`src/hw/rtl/srfbs_pkg.sv`:
```
// ----------------------------------------------------------------------------
// srfbs_pkg
// Shared constants and types for the styled rectangle fill byte stream.
// ----------------------------------------------------------------------------
package srfbs_pkg;

  localparam int SCREEN_WIDTH_DEF  = 320;
  localparam int SCREEN_HEIGHT_DEF = 240;

  // Input command codes
  localparam logic CMD_LOAD    = 1'b0;
  localparam logic CMD_ADVANCE = 1'b1;

  // Panel command bytes
  localparam logic [7:0] CMD_COLSET = 8'h2A;
  localparam logic [7:0] CMD_ROWSET = 8'h2B;
  localparam logic [7:0] CMD_MEMWR  = 8'h2C;

  typedef enum logic [1:0] {
    STYLE_SOLID  = 2'd0,
    STYLE_DASHED = 2'd1,
    STYLE_DOTTED = 2'd2
  } style_t;

  // Position in the command stream: eleven header bytes, then pixels
  typedef enum logic [3:0] {
    HDR_COLSET  = 4'd0,
    HDR_X0_HI   = 4'd1,
    HDR_X0_LO   = 4'd2,
    HDR_X1_HI   = 4'd3,
    HDR_X1_LO   = 4'd4,
    HDR_ROWSET  = 4'd5,
    HDR_Y0_HI   = 4'd6,
    HDR_Y0_LO   = 4'd7,
    HDR_Y1_HI   = 4'd8,
    HDR_Y1_LO   = 4'd9,
    HDR_MEMWR   = 4'd10,
    HDR_PIXELS  = 4'd11
  } hdr_t;

endpackage

```
`src/hw/rtl/styled_rect_fill_byte_stream_core.sv`:
```
// ----------------------------------------------------------------------------
// styled_rect_fill_byte_stream_core
// Turns a latched rectangle fill request into the panel's byte stream.
// ----------------------------------------------------------------------------
//
//  channel | handshake          | payload
//  --------+--------------------+---------------------------------------------
//  in      | in_valid/in_ready  | cmd, rect_x/y/w/h, fore/back_colour, style
//  out     | out_valid/out_ready| out_byte, is_data, last_byte
//
//  Each accepted advance item writes its byte into the result register;
//  one item per cycle is sustained, paced only by the result register.
//  A new item is taken while the result register is empty or being drained.
//  Load items and advances while idle give no result.
//  Synchronous active-high reset returns the block to idle with no result.
//
module styled_rect_fill_byte_stream_core #(
  parameter int SCREEN_WIDTH  = srfbs_pkg::SCREEN_WIDTH_DEF,
  parameter int SCREEN_HEIGHT = srfbs_pkg::SCREEN_HEIGHT_DEF
) (
  input  logic        clk,
  input  logic        rst,
  input  logic        in_valid,
  output logic        in_ready,
  input  logic        cmd,
  input  logic [15:0] rect_x,
  input  logic [15:0] rect_y,
  input  logic [15:0] rect_w,
  input  logic [15:0] rect_h,
  input  logic [15:0] fore_colour,
  input  logic [15:0] back_colour,
  input  logic [1:0]  line_style,
  output logic        out_valid,
  input  logic        out_ready,
  output logic [7:0]  out_byte,
  output logic        is_data,
  output logic        last_byte
);

  localparam logic [15:0] SW = 16'(SCREEN_WIDTH);
  localparam logic [15:0] SH = 16'(SCREEN_HEIGHT);

  logic              busy, busy_next;
  srfbs_pkg::hdr_t   header_index, header_index_next;
  logic [15:0]       win_x0, win_x0_next;
  logic [15:0]       win_y0, win_y0_next;
  logic [15:0]       clip_w, clip_w_next;
  logic [15:0]       clip_h, clip_h_next;
  logic [15:0]       col_count, col_count_next;
  logic [15:0]       row_count, row_count_next;
  logic              low_half, low_half_next;
  logic [15:0]       held_fore, held_fore_next;
  logic [15:0]       held_back, held_back_next;
  srfbs_pkg::style_t held_style, held_style_next;

  logic              take_load, take_adv, produce;
  logic [7:0]        byte_next;
  logic              data_next, last_next;
  logic [15:0]       x1, y1, colour;
  logic              draw, col_end, row_end;

  assign in_ready  = !out_valid || out_ready;
  assign take_load = in_valid && in_ready && (cmd == srfbs_pkg::CMD_LOAD);
  assign take_adv  = in_valid && in_ready && (cmd == srfbs_pkg::CMD_ADVANCE);

  // window end wraps to 16 bits for a zero size
  assign x1 = 16'(win_x0 + clip_w - 16'd1);
  assign y1 = 16'(win_y0 + clip_h - 16'd1);

  always_comb begin
    case (held_style)
      srfbs_pkg::STYLE_SOLID:  draw = 1'b1;
      srfbs_pkg::STYLE_DASHED: draw = !col_count[3];
      srfbs_pkg::STYLE_DOTTED: draw = !col_count[0];
      default:                 draw = 1'b0;
    endcase
  end

  assign colour  = draw ? held_fore : held_back;
  // counters never pass the clipped size, so equality marks the end
  assign col_end = (16'(col_count + 16'd1) == clip_w);
  assign row_end = (16'(row_count + 16'd1) == clip_h);

  always_comb begin
    busy_next         = busy;
    header_index_next = header_index;
    win_x0_next       = win_x0;
    win_y0_next       = win_y0;
    clip_w_next       = clip_w;
    clip_h_next       = clip_h;
    col_count_next    = col_count;
    row_count_next    = row_count;
    low_half_next     = low_half;
    held_fore_next    = held_fore;
    held_back_next    = held_back;
    held_style_next   = held_style;
    produce           = 1'b0;
    byte_next         = 8'h00;
    data_next         = 1'b1;
    last_next         = 1'b0;

    if (take_load && !busy && (rect_x < SW) && (rect_y < SH)) begin
      win_x0_next = rect_x;
      win_y0_next = rect_y;
      clip_w_next = ({1'b0, rect_x} + {1'b0, rect_w} > {1'b0, SW}) ?
                    16'(SW - rect_x) : rect_w;
      clip_h_next = ({1'b0, rect_y} + {1'b0, rect_h} > {1'b0, SH}) ?
                    16'(SH - rect_y) : rect_h;
      held_fore_next    = fore_colour;
      held_back_next    = back_colour;
      held_style_next   = srfbs_pkg::style_t'(line_style);
      col_count_next    = '0;
      row_count_next    = '0;
      low_half_next     = 1'b0;
      header_index_next = srfbs_pkg::HDR_COLSET;
      busy_next         = 1'b1;
    end else if (take_adv && busy) begin
      produce = 1'b1;
      if (header_index != srfbs_pkg::HDR_PIXELS) begin
        case (header_index)
          srfbs_pkg::HDR_COLSET: begin
            byte_next = srfbs_pkg::CMD_COLSET;
            data_next = 1'b0;
          end
          srfbs_pkg::HDR_X0_HI: byte_next = win_x0[15:8];
          srfbs_pkg::HDR_X0_LO: byte_next = win_x0[7:0];
          srfbs_pkg::HDR_X1_HI: byte_next = x1[15:8];
          srfbs_pkg::HDR_X1_LO: byte_next = x1[7:0];
          srfbs_pkg::HDR_ROWSET: begin
            byte_next = srfbs_pkg::CMD_ROWSET;
            data_next = 1'b0;
          end
          srfbs_pkg::HDR_Y0_HI: byte_next = win_y0[15:8];
          srfbs_pkg::HDR_Y0_LO: byte_next = win_y0[7:0];
          srfbs_pkg::HDR_Y1_HI: byte_next = y1[15:8];
          srfbs_pkg::HDR_Y1_LO: byte_next = y1[7:0];
          default: begin
            byte_next = srfbs_pkg::CMD_MEMWR;
            data_next = 1'b0;
          end
        endcase
        header_index_next = srfbs_pkg::hdr_t'(header_index + 4'd1);
        if ((header_index == srfbs_pkg::HDR_MEMWR) &&
            ((clip_w == 16'd0) || (clip_h == 16'd0))) begin
          last_next = 1'b1;
          busy_next = 1'b0;
        end
      end else if (!low_half) begin
        byte_next     = colour[15:8];
        low_half_next = 1'b1;
      end else begin
        byte_next      = colour[7:0];
        low_half_next  = 1'b0;
        col_count_next = 16'(col_count + 16'd1);
        if (col_end) begin
          col_count_next = '0;
          row_count_next = 16'(row_count + 16'd1);
          if (row_end) begin
            row_count_next = '0;
            last_next      = 1'b1;
            busy_next      = 1'b0;
          end
        end
      end
    end
  end

  always_ff @(posedge clk) begin
    if (rst) begin
      busy         <= 1'b0;
      header_index <= srfbs_pkg::HDR_COLSET;
      col_count    <= '0;
      row_count    <= '0;
      low_half     <= 1'b0;
      out_valid    <= 1'b0;
    end else begin
      busy         <= busy_next;
      header_index <= header_index_next;
      col_count    <= col_count_next;
      row_count    <= row_count_next;
      low_half     <= low_half_next;
      if (produce) begin
        out_valid <= 1'b1;
      end else if (out_ready) begin
        out_valid <= 1'b0;
      end
    end
  end

  always_ff @(posedge clk) begin
    win_x0     <= win_x0_next;
    win_y0     <= win_y0_next;
    clip_w     <= clip_w_next;
    clip_h     <= clip_h_next;
    held_fore  <= held_fore_next;
    held_back  <= held_back_next;
    held_style <= held_style_next;
    if (produce) begin
      out_byte  <= byte_next;
      is_data   <= data_next;
      last_byte <= last_next;
    end
  end

  // a result appears only from an accepted advance item
  a_result_from_advance: assert property (@(posedge clk) disable iff (rst)
    (out_valid && !$past(out_valid)) |->
      $past(in_valid && in_ready && (cmd == srfbs_pkg::CMD_ADVANCE)))
    else $error("result without an advance item");

  a_pixel_counters: assert property (@(posedge clk) disable iff (rst)
    (busy && (header_index == srfbs_pkg::HDR_PIXELS)) |->
      ((col_count < clip_w) && (row_count < clip_h)))
    else $error("pixel counters outside the clipped window");

  a_origin_on_screen: assert property (@(posedge clk) disable iff (rst)
    busy |-> ((win_x0 < SW) && (win_y0 < SH)))
    else $error("window origin off screen while busy");

  a_last_command: assert property (@(posedge clk) disable iff (rst)
    (out_valid && last_byte && !is_data) |-> (out_byte == srfbs_pkg::CMD_MEMWR))
    else $error("final command byte is not memory write");

endmodule
```
`config.mk`:
```
export PLATFORM = sky130hd
export DESIGN_NAME = styled_rect_fill_byte_stream_core
export DESIGN_NICKNAME = d
export VERILOG_FILES = /design/src/hw/rtl/srfbs_pkg.sv /design/src/hw/rtl/styled_rect_fill_byte_stream_core.sv
export SDC_FILE = /design/constraint.sdc
export NUM_CORES = 1
export LEC_CHECK = 0
export BUFFER_PORTS_ARGS = -buffer_cell sky130_fd_sc_hd__buf_2
export CAP_MARGIN = 10
export CORE_MARGIN = 3
export CORE_UTILIZATION = 60
export CTS_CLUSTER_SIZE = 8
export DETAILED_ROUTE_END_ITERATION = 10
export PLACE_DENSITY = 0.81
export SETUP_SLACK_MARGIN = 0.4
export SLEW_MARGIN = 25
export SYNTH_ARGS = -nofsm -noshare
export SYNTH_HDL_FRONTEND = slang
export SYNTH_SLANG_ARGS = --single-unit
export TNS_END_PERCENT = 30
```
`constraint.sdc`:
```
create_clock -name clk -period 14.6 [get_ports clk]
set_clock_uncertainty 0.2 [all_clocks]
set_input_delay 2.19 -clock clk [delete_from_list [all_inputs] [get_ports clk]]
set_output_delay 2.19 -clock clk [all_outputs]
set_load 0.01 [all_outputs]
```
Word-level counts from Yosys, hierarchy flattened:

Cells that the tools add are included.

* flip-flop bits (word level): 147
* input bits: 103
* output and inout port bits: 12
* logic and storage cells: 109

* add/sub/neg operators: 11
* magnitude comparators: 4
* equal/unequal tests: 16
* multiplexer cells: 27
* bitwise gates (word level): 3
* reductions and logical operators: 32

Operator list (number)
* 16-bit two-way mux: 5
* 8-bit case mux with 10 select lines: 1
* 16-bit by 16-bit adder with 17-bit output: 2
* 16-bit by 1-bit adder with 16-bit output, second input constant: 2
* 16-bit adder: 2
* 16-bit == test: 2
* 16-bit logical NOT: 2
* 16-bit by 1-bit subtractor with 16-bit output, second input constant: 2
* 1-bit two-way mux: 18
* 17-bit by 8-bit greater-than comparator with 1-bit output, second input constant: 1
* 17-bit by 9-bit greater-than comparator with 1-bit output, second input constant: 1
* 4-bit by 3-bit == test with 1-bit output, second input constant: 4
* 16-bit by 8-bit less-than comparator with 1-bit output, second input constant: 1
* 16-bit by 9-bit less-than comparator with 1-bit output, second input constant: 1
* 8-bit two-way mux: 2
* 8-bit by 16-bit subtractor with 16-bit output, first input constant: 1
* 9-bit by 16-bit subtractor with 16-bit output, first input constant: 1
* 4-bit == test, second input constant: 3
* 3-bit nonzero test: 3
* 4-bit by 2-bit == test with 1-bit output, second input constant: 2
* 1-bit logical AND: 8
* 8-bit OR reduction: 1
* 5-bit AND reduction: 1
* 4-bit by 1-bit adder with 4-bit output, second input constant: 1
* 17 further kinds: 26

Logic depth before layout (Yosys ltp):

* depth after elaboration: 9
* mapped depth: 13

Least setup slack after synthesis:

Ideal clock, no wire load.

* path kind: in2reg
* start point: input rect_y[8]
* end point: register col_count[2]
* setup time: 0.116 ns
* arrival time: 6.354 ns
* data required time: 14.284 ns
* setup slack: 7.930 ns
* cell stages on the path: 8
* path buffers: 1
* cell sequence: or4_1 -> a2111oi_0 -> and3_1 -> nor2_1 -> clkbuf_1 -> nand3b_1 -> a21oi_1 -> a31o_2

* cells in the longest elaborated chain, start to end: 3

Ends and longest elaborated chain
* from (decl): line styled_rect_fill_byte_stream_core.sv:27 `input logic [15:0] rect_y,`
* 16-bit by 8-bit less-than comparator with 1-bit output: line styled_rect_fill_byte_stream_core.sv:102 `if (take_load && !busy && (rect_x < SW) && (rect_y < SH)) begin`
* 1-bit logical AND: line styled_rect_fill_byte_stream_core.sv:102
* 2-bit OR reduction (no source line)
* to (signal assigned): line styled_rect_fill_byte_stream_core.sv:179 `col_count <= col_count_next;`
* to (decl): line styled_rect_fill_byte_stream_core.sv:49 `logic [15:0] col_count, col_count_next;`

No other way between the ends.
A chain may end at the register's enable or synchronous reset.

Worst setup path after layout:

* start point: input rect_x[0]
* end point: register clip_w[0] (data pin)

* cells in the longest elaborated chain, start to end: 3
* elaborated cells between the ends (all ways): 4

Ends and longest elaborated chain
* from (decl): line styled_rect_fill_byte_stream_core.sv:26 `input logic [15:0] rect_x,`
* 16-bit by 16-bit adder with 17-bit output: line styled_rect_fill_byte_stream_core.sv:105 `clip_w_next = ({1'b0, rect_x} + {1'b0, rect_w} > {1'b0, SW}) ?`
* 17-bit by 9-bit greater-than comparator with 1-bit output: line styled_rect_fill_byte_stream_core.sv:105
* 16-bit two-way mux (*): line styled_rect_fill_byte_stream_core.sv:105
* to (signal assigned): line styled_rect_fill_byte_stream_core.sv:193 `clip_w <= clip_w_next;`
* to (decl): line styled_rect_fill_byte_stream_core.sv:47 `logic [15:0] clip_w, clip_w_next;`

Mark *: on every way between the ends. The rest lies on a longest branch, timed or not.

==> results.toml <==
[status]
outcome = "finished, final reports clean"

[logic_synthesis]
syn_nets = 1434
yosys-top-cells-count = "inv_1, edfxtp_1, ha_1"
synth-warning-count = 0
synth-simple-area-share = 0.157
syn_area_per_cell_sq_um = 9.36
synth-edff-count = 108
yosys.area.top_type = "edfxtp_1"
synth.most_common_cell = "inv_1"
syn_area_sq_um = 11500
ys_seq_area_frac = 0.350
synthTopCellsByArea = "edfxtp_1, ha_1, dfxtp_1"
synth_compound_area_frac = 0.176
yosysTopAreaCellShare = 0.282
ys_types = 81
synthAdderAreaFrac = 0.114
synthArstFlopShare = 0
synth.area.mux_share = 0.0538
synth-xor-area-share = 0.0844
ys_ff_latch = 147
synth_cells = 1229
synth_top_family_by_area = "compound AO/OA/AOI/OAI gates"
synth_ff_type = "edfxtp_1"

[clocking]
clock_sinks = 147
cts_resized = 0
h-tree-depth = 4
clk_latency_ps = 430
cts_tree = "built"
cts-hold-fix-buffers = 0
cts_made_buffers = 17
post_cts.repair.setup_buffers = 0
cts_buffer_depth = 2
cts_root_buffer = "clkbuf_16"
cts.clk_slew.worst_paths_ps = 70

[sta]
rsz0062_at_grt = "no"
setup_viol = 0
max_freq_ghz = 0.173
holdWs_ps = 311
hold_violations = 0
period_needed_ps = 5780
worstMarginPinSlew_ps = 983
slew_headroom = 0.340
drv_slew = 0
finalCritPeriodShare = 0.396
tns_ps = 0

[global_route]
grt_pass1_wl_mm = 47.5
grt_start_max_net_pins = 69
grt_use_total = 0.288
overflow = 0
antenna_found_initial = 0
grt_pass1_vias = 9199

[floorplanning]
row_count = 50
start_util = 0.613
die_width_um = 144
io_pins = 115
dieArea_sq_um = 20900
die_h_um = 144
coreArea_sq_um = 18800

[detailed_routing]
drt_pre_antenna_iters = 7
via_per_inst = 6.32
wl_per_cell_um = 19.1
drtAntennaViolNets = 0
vias = 9928
drc = 0
first_iter_violations = 1024
drt_wl_total_mm = 30.1

[cells_and_area]
nets = 1530
n_antenna_cell = 0
area_delta_synth_final_pct = 11.3
seqCellArea_sq_um = 4020
drive_above_1_share = 0.170
final.fill_count = 1454
multi_input_area_sq_um = 6740

[placed_design]
dp_hpwl_mm = 23.0
port_buffers = 114
gp_congestion = 0.980

[setup_path]
startpoint_type = "input pin"
crit_fanout = 16
worstSetupPathType = "input pin to register"
r2r_start = "col_count[0]"
worst_r2r_endpoint = "last_byte"
worstPathRequired_ps = 14570
cp-end-kind = "register"
r2r_cells = 9
arrival_ps = 5750
r2r_setup_slack_ps = 10320

[hold_path]
hp-class = "register to register"
min_from = "row_count[1]"
min_to = "row_count[1]"
whs_path_depth = 2

[power_and_ir_drop]
netSwitchingPower_w = 0.000243
leakage_nw = 5.18
p_int_w = 0.000754
vdd_drop_max_v = 0.0000759
p_comb_frac = 0.116
power_frac_clock = 0.429
power_frac_seq = 0.455
swShare = 0.243
power.density_nw_per_um2 = 77.8

[flow_run]
drv_cap = 0
==> layout make-up <==
cell class | count | area share
tap | 234 | 0.0229
clock inverter | 13 | 0.0107
sequential | 147 | 0.314
clock buffer | 19 | 0.0338
multi-input combinational | 890 | 0.527
inverter | 149 | 0.0437
timing repair buffer | 120 | 0.0481
==> critical path, stage by stage <==
cell and delay (ps):
buf_2 140, ha_1 240, fa_1 400, a21o_1 210
a221oi_1 470, o21bai_1 120, a21oi_1 280, nor3_1 90
nor4b_1 270, nand4b_1 770, mux2_2 570
==> placed cells by master, fill, tap and decap left out, drive strengths merged, types with 9 or more instances in the layout <==
master,instances
edfxtp,108
nand2,66
ha,98
nor4,18
a31o,14
clkinv,12
xor2,44
o21ai,57
nand3b,10
and3,10
a221oi,11
a211oi,17
a21o,24
a21oi,81
nand2b,14
a31oi,9
nor3,27
dfxtp,39
buf,120
or3,13
nand3,37
xnor2,66
inv,148
mux2i,9
or4,22
clkbuf,19
nand4,20
mux2,31
nor2,61
==> registers in the layout, summed over array words and instances (netlist names) <==
register	cells
last_byte	1
header_index	4
out_valid	1
busy	1
row_count	16
win_x0	16
clip_h	16
win_y0	16
is_data	1
held_fore	16
col_count	16
held_back	16
low_half	1
clip_w	16
held_style	2
out_byte	8
==> cell families after synthesis <==
| family | after synthesis |
|---|---|
| buffers and inverters | 192 |
| AND/OR/NAND/NOR | 328 |
| adder cells (fa/ha/maj) | 102 |
| flip-flops | 147 |
| multiplexers | 48 |
| XOR/XNOR | 110 |
| AO/OA/AOI/OAI | 302 |
==> power by group through the flow <==
stage	logic, W	clock network [W]	registers [W]
after floorplan	0.0000752	0	0.000461
after global placement	0.000110	0	0.000462
after detailed placement	0.000114	0	0.000462
after CTS	0.000114	0.000430	0.000453
after global routing	0.000128	0.000447	0.000453
final	0.000116	0.000428	0.000453
==> through the flow <==
step	instances	instance area, sq um	util	total power, W	worst slack, ps
6_report	1572	12800	0.682	0.000997	8820
5_1_grt	1572	12800	0.682	0.00103	8490
4_1_cts	1572	12800	0.682	0.000998	8810
3_5_place_dp	1540	12200	0.652	0.000576	8370
3_3_place_gp	1540	12200	0.651	0.000571	8550
2_1_floorplan	1229	11500	-	0.000536	7930
==> worst max path at each step <==
stage	startpoint	slack, ps	to
2_1_floorplan	rect_y[8]	7930	col_count[2]
3_5_place_dp	rect_x[0]	8370	clip_w[2]
6_report	rect_x[0]	8820	clip_w[0]
3_3_place_gp	rect_x[0]	8550	clip_w[0]
4_1_cts	rect_x[0]	8810	clip_w[0]
5_1_grt	rect_x[0]	8490	clip_w[0]
==> layer usage <==
layer,vias up,GRT usage,routed length [um]
met4,0,0.0810,629
met5,-,0,0
met2,424,0.454,14200
met3,50,0.0413,2020
li1,4717,-,-
met1,4737,0.416,13200
Power figures use the tool's default switching activity.
